File: config.mk
export PLATFORM = sky130hd
export DESIGN_NAME = smoothed_led_bar_graph
export DESIGN_NICKNAME = d
export VERILOG_FILES = /design/src/sv/slbg_pkg.sv /design/src/sv/slbg_lane.sv /design/src/sv/slbg_merge.sv /design/src/sv/smoothed_led_bar_graph.sv
export SDC_FILE = /design/constraint.sdc
export NUM_CORES = 2
export LEC_CHECK = 0
export BUFFER_PORTS_ARGS = -buffer_cell sky130_fd_sc_hd__buf_2
export CAP_MARGIN = 15
export CORE_ASPECT_RATIO = 0.8
export CORE_MARGIN = 3
export CORE_UTILIZATION = 35
export DETAILED_ROUTE_END_ITERATION = 7
export GPL_ROUTABILITY_DRIVEN = 1
export PLACE_DENSITY = 0.55
export SLEW_MARGIN = 15
export SYNTH_ARGS = -nofsm -noshare
export SYNTH_HDL_FRONTEND = slang
export SYNTH_SLANG_ARGS = --single-unit
File: constraint.sdc
create_clock -name clk -period 10.1 [get_ports clk]
set_input_delay 2.02 -clock clk [delete_from_list [all_inputs] [get_ports clk]]
set_output_delay 2.02 -clock clk [all_outputs]
set_load 0.02 [all_outputs]
File: src/sv/slbg_pkg.sv
`timescale 1ns / 1ps
// Shared types and constants for the smoothed LED bar graph.
// No dependencies; every other file in this folder refers to it by scoped names.
package slbg_pkg;

    localparam int DIGITS_DEFAULT = 8;
    localparam int MAX_EMIT       = 8;

    localparam int VAL_W    = 21;   // 5.16 fixed point average
    localparam int LEVEL_W  = 5;    // integer part of the average
    localparam int WEIGHT_W = 9;
    localparam int DIGIT_W  = 3;
    localparam int SEG_W    = 7;
    localparam int INDEX_W  = 1;

    localparam logic [WEIGHT_W-1:0] WEIGHT_FULL           = 9'd256;
    localparam logic [WEIGHT_W-1:0] THRUSTER_WEIGHT_RESET = 9'd130;
    localparam logic [WEIGHT_W-1:0] BOOSTER_WEIGHT_RESET  = 9'd16;

    // Configuration register indexes.
    localparam logic [INDEX_W-1:0] REG_THRUSTER_WEIGHT = 1'b0;
    localparam logic [INDEX_W-1:0] REG_BOOSTER_WEIGHT  = 1'b1;

    // Segment patterns for each bar.
    localparam logic [SEG_W-1:0] SEG_FRONT_LEFT  = 7'b1000000;
    localparam logic [SEG_W-1:0] SEG_REAR        = 7'b0000001;
    localparam logic [SEG_W-1:0] SEG_FRONT_RIGHT = 7'b0001000;
    localparam logic [SEG_W-1:0] SEG_BOOST_LOW   = 7'b0000110;
    localparam logic [SEG_W-1:0] SEG_BOOST_HIGH  = 7'b0110000;

    // Bar lengths of the four channels after one refresh.
    typedef struct packed {
        logic [LEVEL_W-1:0] front_left;
        logic [LEVEL_W-1:0] rear;
        logic [LEVEL_W-1:0] front_right;
        logic [LEVEL_W-1:0] booster;
    } levels_t;

endpackage

File: src/sv/slbg_lane.sv
`timescale 1ns / 1ps
// One smoothing lane: holds a 5.16 moving average and updates it per refresh.
// Depends on slbg_pkg.
module slbg_lane
(
    input  logic                             clk,
    input  logic                             rst_n,
    input  logic                             load,
    input  logic                             flag,
    input  logic [slbg_pkg::WEIGHT_W-1:0]    weight,
    output logic [slbg_pkg::LEVEL_W-1:0]     level_next
);

    localparam int ACC_W = slbg_pkg::VAL_W + slbg_pkg::WEIGHT_W;

    logic [slbg_pkg::VAL_W-1:0]    value_reg;
    logic [slbg_pkg::VAL_W-1:0]    value_next;
    logic [slbg_pkg::WEIGHT_W-1:0] w_sat;
    logic [slbg_pkg::WEIGHT_W-1:0] w_keep;
    logic [ACC_W-1:0]              keep_term;
    logic [ACC_W-1:0]              sample_term;
    logic [ACC_W-1:0]              acc;

    // A weight above 256 saturates, so the new sample is taken whole.
    assign w_sat  = (weight > slbg_pkg::WEIGHT_FULL) ? slbg_pkg::WEIGHT_FULL : weight;
    assign w_keep = slbg_pkg::WEIGHT_FULL - w_sat;

    assign keep_term   = ACC_W'(value_reg) * ACC_W'(w_keep);
    // The full sample is 16.0, i.e. 1 << 20, so its product is a shift.
    assign sample_term = flag ? {1'b0, w_sat, 20'd0} : '0;
    assign acc         = keep_term + sample_term;
    assign value_next  = acc[8 +: slbg_pkg::VAL_W];

    assign level_next = value_next[slbg_pkg::VAL_W-1 -: slbg_pkg::LEVEL_W];

    always_ff @(posedge clk or negedge rst_n)
    begin
        if (!rst_n)
        begin
            value_reg <= '0;
        end
        else if (load)
        begin
            value_reg <= value_next;
        end
    end

endmodule

File: src/sv/slbg_merge.sv
`timescale 1ns / 1ps
// Merging stage: buffers one set of bar lengths and walks the digits, ORing the
// bars of all lanes into one segment byte per cycle when not stalled. Depends on slbg_pkg.
module slbg_merge
#(
    parameter int DIGITS = slbg_pkg::DIGITS_DEFAULT
)
(
    input  logic                              clk,
    input  logic                              rst_n,
    input  logic                              load,
    input  slbg_pkg::levels_t                 levels,
    output logic                              full,
    output logic                              out_valid,
    input  logic                              out_ready,
    output logic [slbg_pkg::DIGIT_W-1:0]      digit_index,
    output logic [slbg_pkg::SEG_W-1:0]        segments,
    output logic                              last
);

    localparam int EMIT = (DIGITS > slbg_pkg::MAX_EMIT) ? slbg_pkg::MAX_EMIT : DIGITS;
    localparam logic [slbg_pkg::DIGIT_W-1:0] LAST_DIGIT = slbg_pkg::DIGIT_W'(EMIT - 1);

    logic                              pend_valid_reg;
    slbg_pkg::levels_t                 pend_levels_reg;
    logic                              act_valid_reg;
    slbg_pkg::levels_t                 act_levels_reg;
    logic [slbg_pkg::DIGIT_W-1:0]      digit_reg;
    logic                              out_valid_reg;
    logic [slbg_pkg::DIGIT_W-1:0]      out_digit_reg;
    logic [slbg_pkg::SEG_W-1:0]        out_seg_reg;
    logic                              out_last_reg;

    logic                              step;
    logic                              at_last;
    logic                              promote;
    logic [slbg_pkg::LEVEL_W-1:0]      twice;
    logic [slbg_pkg::LEVEL_W-1:0]      twice_plus;
    logic [slbg_pkg::SEG_W-1:0]        seg_next;

    assign step       = act_valid_reg && (!out_valid_reg || out_ready);
    assign at_last    = (digit_reg == LAST_DIGIT);
    assign promote    = pend_valid_reg && (!act_valid_reg || (step && at_last));
    assign twice      = {1'b0, digit_reg, 1'b0};
    assign twice_plus = {1'b0, digit_reg, 1'b1};

    always_comb
    begin
        seg_next = '0;
        if (twice < act_levels_reg.front_left)
            seg_next = seg_next | slbg_pkg::SEG_FRONT_LEFT;
        if (twice < act_levels_reg.rear)
            seg_next = seg_next | slbg_pkg::SEG_REAR;
        if (twice < act_levels_reg.front_right)
            seg_next = seg_next | slbg_pkg::SEG_FRONT_RIGHT;
        if (twice < act_levels_reg.booster)
            seg_next = seg_next | slbg_pkg::SEG_BOOST_LOW;
        if (twice_plus < act_levels_reg.booster)
            seg_next = seg_next | slbg_pkg::SEG_BOOST_HIGH;
    end

    always_ff @(posedge clk or negedge rst_n)
    begin
        if (!rst_n)
        begin
            pend_valid_reg <= 1'b0;
            act_valid_reg  <= 1'b0;
            digit_reg      <= '0;
            out_valid_reg  <= 1'b0;
        end
        else
        begin
            if (load)
                pend_valid_reg <= 1'b1;
            else if (promote)
                pend_valid_reg <= 1'b0;

            if (promote)
            begin
                act_valid_reg <= 1'b1;
                digit_reg     <= '0;
            end
            else if (step && at_last)
            begin
                act_valid_reg <= 1'b0;
            end
            else if (step)
            begin
                digit_reg <= digit_reg + 1'b1;
            end

            if (step)
                out_valid_reg <= 1'b1;
            else if (out_ready)
                out_valid_reg <= 1'b0;
        end
    end

    always_ff @(posedge clk)
    begin
        if (load)
            pend_levels_reg <= levels;
        if (promote)
            act_levels_reg <= pend_levels_reg;
        if (step)
        begin
            out_digit_reg <= digit_reg;
            out_seg_reg   <= seg_next;
            out_last_reg  <= at_last;
        end
    end

    assign full        = pend_valid_reg;
    assign out_valid   = out_valid_reg;
    assign digit_index = out_digit_reg;
    assign segments    = out_seg_reg;
    assign last        = out_last_reg;

endmodule

File: src/sv/smoothed_led_bar_graph.sv
`timescale 1ns / 1ps
// Top level of the smoothed LED bar graph: four smoothing lanes and the digit merger.
// Depends on slbg_pkg, slbg_lane and slbg_merge.
//
// Usage:
// Each request on the input channel (in_valid / in_ready) is one refresh tick
// carrying four on/off flags. At acceptance every lane updates its moving
// average in the same cycle, and the integer parts are parked in a one-entry
// buffer in front of the digit merger.
// The output channel (out_valid / out_ready) then carries one request per
// digit, digit 0 first, with last set on the final digit. At most eight
// digits are produced, since the digit index is three bits wide.
// The tick passes the buffer, the merger's active set and the output register on its way.
// Throughput: one digit per cycle while the receiver does not stall, set by the
// merger's one segment byte a cycle; a single-digit build cannot keep that rate across ticks.
// A new tick is accepted while the previous one is still being emitted; the
// buffer holds it until the merger is free, and in_ready drops only while
// that buffer is occupied.
// When the receiver stalls, the output register holds its request and the
// merger stops; the input side keeps going until the buffer is full.
// Configuration writes (cfg_valid / cfg_ready) are always taken and must be
// made while the block is idle. Reset clears all averages to zero and loads
// the weights with 130 for the thrusters and 16 for the booster.
module smoothed_led_bar_graph
#(
    parameter int DIGITS = slbg_pkg::DIGITS_DEFAULT
)
(
    input  logic                              clk,
    input  logic                              rst_n,
    input  logic                              in_valid,
    output logic                              in_ready,
    input  logic                              front_left_on,
    input  logic                              rear_on,
    input  logic                              front_right_on,
    input  logic                              booster_on,
    output logic                              out_valid,
    input  logic                              out_ready,
    output logic [slbg_pkg::DIGIT_W-1:0]      digit_index,
    output logic [slbg_pkg::SEG_W-1:0]        segments,
    output logic                              last,
    input  logic                              cfg_valid,
    output logic                              cfg_ready,
    input  logic [slbg_pkg::INDEX_W-1:0]      cfg_index,
    input  logic [slbg_pkg::WEIGHT_W-1:0]     cfg_data
);

    logic [slbg_pkg::WEIGHT_W-1:0] thruster_weight_reg;
    logic [slbg_pkg::WEIGHT_W-1:0] booster_weight_reg;
    logic                          accept;
    logic                          merge_full;
    slbg_pkg::levels_t             levels;

    // The register file never stalls a write.
    assign cfg_ready = 1'b1;

    always_ff @(posedge clk or negedge rst_n)
    begin
        if (!rst_n)
        begin
            thruster_weight_reg <= slbg_pkg::THRUSTER_WEIGHT_RESET;
            booster_weight_reg  <= slbg_pkg::BOOSTER_WEIGHT_RESET;
        end
        else if (cfg_valid && cfg_ready)
        begin
            case (cfg_index)
                slbg_pkg::REG_THRUSTER_WEIGHT: thruster_weight_reg <= cfg_data;
                slbg_pkg::REG_BOOSTER_WEIGHT:  booster_weight_reg  <= cfg_data;
                default: ;
            endcase
        end
    end

    // A tick is taken whenever the merger's buffer is free.
    assign in_ready = !merge_full;
    assign accept   = in_valid && in_ready;

    // The three skinny bars share the thruster weight; the booster has its own.
    slbg_lane u_lane_front_left
    (
        .clk        (clk),
        .rst_n      (rst_n),
        .load       (accept),
        .flag       (front_left_on),
        .weight     (thruster_weight_reg),
        .level_next (levels.front_left)
    );

    slbg_lane u_lane_rear
    (
        .clk        (clk),
        .rst_n      (rst_n),
        .load       (accept),
        .flag       (rear_on),
        .weight     (thruster_weight_reg),
        .level_next (levels.rear)
    );

    slbg_lane u_lane_front_right
    (
        .clk        (clk),
        .rst_n      (rst_n),
        .load       (accept),
        .flag       (front_right_on),
        .weight     (thruster_weight_reg),
        .level_next (levels.front_right)
    );

    slbg_lane u_lane_booster
    (
        .clk        (clk),
        .rst_n      (rst_n),
        .load       (accept),
        .flag       (booster_on),
        .weight     (booster_weight_reg),
        .level_next (levels.booster)
    );

    // The merger turns the four bar lengths into one segment byte per digit.
    slbg_merge
    #(
        .DIGITS (DIGITS)
    )
    u_merge
    (
        .clk         (clk),
        .rst_n       (rst_n),
        .load        (accept),
        .levels      (levels),
        .full        (merge_full),
        .out_valid   (out_valid),
        .out_ready   (out_ready),
        .digit_index (digit_index),
        .segments    (segments),
        .last        (last)
    );

endmodule

; After elaboration in Yosys (flattened, before gate mapping)
; Index checks and enable logic that the tools add are counted.
[word_totals]
input_bits = 19
ff_bits = 159
wordCells = 78
out_inout_bits = 14
[classes]
mux = 19
n_reduce_logical = 16
addsub = 7
order_cmp = 7
n_bitwise = 1
multipliers = 4
n_eq_ne = 2
[op_table]
columns = cell, n
row1 = adder 29 bit, 4
row2 = multiplier 21 x 9 -> 29 bit, 4
row3 = two-way mux 29 bit, 4
row4 = < comparator 4 x 5 -> 1 bit, 5
row5 = greater-than comparator 9 bit (second input constant), 2
row6 = two-way mux 9 bit, 2
row7 = subtractor 9 bit (first input constant), 2
row8 = two-way mux 3 bit, 4
row9 = nonzero test 2 bit, 4
row10 = two-way mux 1 bit, 7
row11 = two-way mux 7 bit, 1
row12 = AND reduction 2 bit, 3
row13 = logical AND 1 bit, 4
row14 = two-way mux 4 bit, 1
row15 = adder 3 x 1 -> 3 bit (second input constant), 1
row16 = equality test 3 bit (second input constant), 1
row17 = zero test 1 bit, 3
row18 = logical OR 1 bit, 2
row19 = inequality test 2 x 1 -> 1 bit (second input constant), 1
row20 = NOT 1 bit, 1

; Logic depth before layout (Yosys ltp)
[depth]
ltp_word = 8
ltp_mapped = 31
depth_no_buf = 26

; Modules after synthesis
; Synthesis repeated with hierarchy kept, for this count alone.
[hier_totals]
cells_unflattened = 3228
area_unflattened_um2 = 30927.2
[modules_own_cells]
columns = module, area_each_um2, n_inst, cells_per_inst
row1 = slbg_lane at u_lane_front_left, 7076.8, 1, 768
row2 = slbg_lane at u_lane_front_right, 7056.8, 1, 780
row3 = slbg_lane at u_lane_rear, 7041.8, 1, 768
row4 = slbg_lane at u_lane_booster, 6799.0, 1, 732
row5 = slbg_merge, 2209.6, 1, 137
row6 = smoothed_led_bar_graph, 743.2, 1, 43

; Worst setup path before layout
; No wires, ideal clock.
[synth_path]
kind = register -> register
start = register thruster_weight_reg[8] (netlist bit)
end = register u_lane_rear.value_reg[20] (netlist bit)
setup_time_ns = 0.125
arrival_ns = 7.017
path_slack_ns = 2.958
t_required_ns = 9.975
path_stages_with_launch = 29
cell_sequence = dfrtp_1 buf_6 clkbuf_1 nor2b_1 clkbuf_1 clkbuf_1 inv_1 ha_1 clkbuf_1 o21a_1 a31oi_1 clkbuf_1 and2_1 fa_1 fa_1 fa_1 fa_1 inv_1 fa_1 inv_1 ha_1 nand4_1 or4_1 o21ai_1 o41ai_2 o21ai_1 a21oi_1 xor2_1 mux2_2
[synth_lines]
columns = element, line_no
row1 = from (decl), smoothed_led_bar_graph.sv:48  ; logic [slbg_pkg::WEIGHT_W-1:0] thruster_weight_reg;
row2 = from (signal assigned), smoothed_led_bar_graph.sv:61  ; thruster_weight_reg <= slbg_pkg::THRUSTER_WEIGHT_RESET;
row3 = from (signal assigned), smoothed_led_bar_graph.sv:67  ; slbg_pkg::REG_THRUSTER_WEIGHT: thruster_weight_reg <= cfg_data;
row4 = to (signal assigned), slbg_lane.sv:44  ; value_reg <= value_next;
row5 = to (decl), slbg_lane.sv:16  ; logic [slbg_pkg::VAL_W-1:0] value_reg;

==> flow_summary.yaml <==
floorplan:
  core-area_mm2: 0.08245
  initial_utilization: 0.3543
  die_height_um: 264.4
  die-area_mm2: 0.08697
  die_w_um: 329.0
  io_pins: 33
  row_count: 94
clocking:
  cts-root-buf: "clkbuf_16"
  hold_buffers: 0
  clk_pin_slew_ns: 0.08
  cts_buffer_depth: 2
  h-tree-depth: 4
  worstSkewPairLatency_ns: 0.49
  cts_buffers: 17
  cts_tree: "yes"
  cts_resized: 0
  cts_setup_buffers: 0
  clkSinkCount: 157
route:
  drt_iter0_drc: 969
  first_pass_iters: 5
  drtAntennaViolNets: 0
  wl_um: 67830
  avgViaCountPerCell: 4.774
  wl_per_cell_um: 16.66
  vias: 19435
  drc_errors: 0
setup_path:
  worstPathArrival_ns: 8.18
  reg2reg_to: "u_lane_rear.value_reg[20]$_DFFE_PN0P_"
  crit_chain: "nor2b_1 > inv_1 > ha_2 > o21ai_4 > buf_4 > and2_1 > fa_1 > fa_1 > fa_1 > fa_1 > inv_1 > fa_1 > inv_1 > ha_1 > nand4_1 > or4_1 > o21ai_1 > o41ai_2 > o21ai_1 > a21oi_1 > xor2_1 > mux2_2"
  r2r_cells: 22
  start_kind: "flip-flop"
  crit_fanout: 33
  reg2reg_slack_ns: 2.29
  end_kind: "flip-flop"
  r2r_start: "thruster_weight_reg[8]$_DFFE_PN0P_"
  criticalPathCategory: "flip-flop to flip-flop"
  required_ns: 10.47
  max_stage_delay_ns: 0.70
  cp_slowest_cell: "o21ai_4"
  crit_top_cell: "fa_1"
synth:
  synthCells: 3064
  synth_edf_count: 49
  async_reset_ff_frac: 0.6879
  synth_compound_area_frac: 0.05312
  synth_fp_nets: 3892
  synthesis.area_mm2: 0.02921
  synth_warnings: 0
  synth_fa_ha_area_frac: 0.4905
  synthFlopType: "dfrtp_1"
  synth_area_per_cell_um2: 9.533
  yosysSeqAreaShare: 0.1430
  synth.area.mux_share: 0.01122
  yosys.cell_types.count: 76
  synthSimpleGateAreaFrac: 0.1824
  synth_top_family_by_area: "adder cells"
  synthXorXnorAreaFrac: 0.03269
  ys_ff_latch: 157
timing:
  fin_setup_tns_ns: 0
  setup_viol_count_final: 0
  fin_skew_ns: 0.01693
  period_minus_slack_ns: 7.809
  whs_ns: 0.4243
  drv_slew: 0
  grt_setup_unrepaired: "no"
  period_share: 0.7732
  tightest_slew_ns: 1.033
  fmax_mhz: 128.1
  max_slew_margin: 0.3115
  timing.final.hold_violations: 0
global_route:
  grt_use_total: 0.1661
  grt_antenna_before_repair: 4
  overflow: 0
  grt_max_degree: 70
  grt_pass1_wl_um: 115300
  grt_pass1_vias: 20760
min_path:
  whs_endpoint: "u_merge.act_levels_reg[7]$_DFFE_PP_"
  min_path_type: "flip-flop to flip-flop"
  worst_hold_startpoint: "u_merge.pend_levels_reg[7]$_DFFE_PP_"
  hold_depth: 0
flow_run:
  drv.max_cap_violation_count: 0
finish:
  nNetsFinal: 3781
  post-route-util: 0.3754
  drive_gt1_frac: 0.05361
  area_growth_pct: 5.954
place:
  dp_hpwl_um: 51160
  gp_congestion: 0.8134
  io_buffers: 31
run_status:
  status: "complete, no violations"
-- cell usage in the layout, fill, tap and decap left out, drive strengths merged, types with 4 or more instances in the layout --
cell,n
a31oi,7
nand3,16
or2,9
nand2,460
fa,560
a211oi,5
buf,53
nand2b,13
clkinv,4
o21ai,89
nor2b,27
and2,405
xor2,48
and3,41
nor3,13
a21oi,58
dfrtp,105
edfxtp,49
inv,494
nand4,7
o41ai,4
o21a,14
o21bai,9
xnor2,61
nor2,43
ha,249
clkbuf,18
mux2,27
o31ai,9
a21o,21
-- metal layers --
layer | global-route usage | up-vias | share of wire
li1 | - | 9105 | -
met1 | 0.2576 | 10023 | 0.53
met2 | 0.2490 | 272 | 0.43
met3 | 0.02400 | 35 | 0.039
met4 | 0.02600 | 0 | 0.0086
met5 | 0 | - | 0
-- critical path: cells and delay by family (launching register included) --
kind | cells | cell delay [ns]
compound gates | 5 | 1.68
xor+xnor | 1 | 0.17
fa+ha+maj | 7 | 2.97
buf+inv | 4 | 0.65
flops | 1 | 0.65
mux | 1 | 0.27
simple gates | 4 | 1.28
-- synth_stat cells (3+ instances only) --
cell      instances  area [um^2]
fa_1            560        11210
inv_1           486         1824
nand2_1         460         1727
and2_1          405         2534
ha_1            249         3115
clkbuf_1        119        446.7
dfrtp_1         105         2628
o21ai_0          72        360.4
xnor2_1          61        534.3
a21oi_1          57        285.3
buf_1            55        206.5
edfxtp_1         49         1471
xor2_1           48        420.4
nor2_1           43        161.4
and3_1           41        256.5
nor2b_1          27        168.9
mux2_2           26        292.8
a21o_1           21        157.7
nand3_1          15        75.07
o21a_1           14        105.1
o21ai_1          14        70.07
nand2b_1         13        81.33
nor3_1           13        65.06
o21bai_1          9        67.56
or2_2             8        50.05
nand4_1           7        43.79
o31ai_1           7        52.55
a31oi_1           6        37.54
a211oi_1          3        22.52
and4_1            3        26.28
buf_2             3        15.01
buf_4             3        22.52
dfstp_2           3        78.83
o211ai_1          3        22.52
o21ai_2           3        26.28
-- layout make-up --
| cell class | instances | area, um^2 |
|---|---|---|
| Clock inverter | 14 | 198.9 |
| Inverter | 487 | 1828 |
| Tap cell | 1104 | 1381 |
| Timing Repair Buffer | 53 | 326.6 |
| Antenna cell | 1 | 2.502 |
| Multi-Input combinational cell | 2237 | 22600 |
| Clock buffer | 18 | 429.2 |
| Fill cell | 8280 | 51500 |
| Sequential cell | 157 | 4178 |
-- how the worst max path moves through the flow --
| stage | from | end | slack [ns] | cells after the start |
|---|---|---|---|---|
| after floorplan | thruster_weight_reg[8]$_DFFE_PN0P_ | u_lane_rear.value_reg[20]$_DFFE_PN0P_ | 2.96 | 28 |
| after global placement | thruster_weight_reg[8]$_DFFE_PN0P_ | u_lane_rear.value_reg[20]$_DFFE_PN0P_ | 2.44 | 22 |
| after detailed placement | thruster_weight_reg[8]$_DFFE_PN0P_ | u_lane_rear.value_reg[20]$_DFFE_PN0P_ | 2.28 | 22 |
| after CTS | thruster_weight_reg[8]$_DFFE_PN0P_ | u_lane_front_left.value_reg[19]$_DFFE_PN0P_ | 2.28 | 22 |
| after global routing | thruster_weight_reg[8]$_DFFE_PN0P_ | u_lane_front_right.value_reg[12]$_DFFE_PN0P_ | 1.85 | 23 |
| final | thruster_weight_reg[8]$_DFFE_PN0P_ | u_lane_rear.value_reg[20]$_DFFE_PN0P_ | 2.29 | 22 |
-- kinds of logic (layout without fill, tap and decap cells) --
family,after synthesis,after routing
mux,29,29
other cells,1,2
buf+inv,670,572
compound gates,239,239
fa+ha+maj,809,809
flops,157,157
xor+xnor,109,109
simple gates,1050,1050
-- metrics by stage --
stage	instance area, um^2	setup WS (ns)	std cells
after floorplan	29210	2.958	3064
after CTS	30940	2.281	4070
after global placement	30320	2.441	4038
after global routing	30940	1.847	4070
after detailed placement	30320	2.283	4038
final	30950	2.291	4071
Power is not shown: default switching activity piles up to over one toggle a cycle in this logic, so the estimate is an artifact.
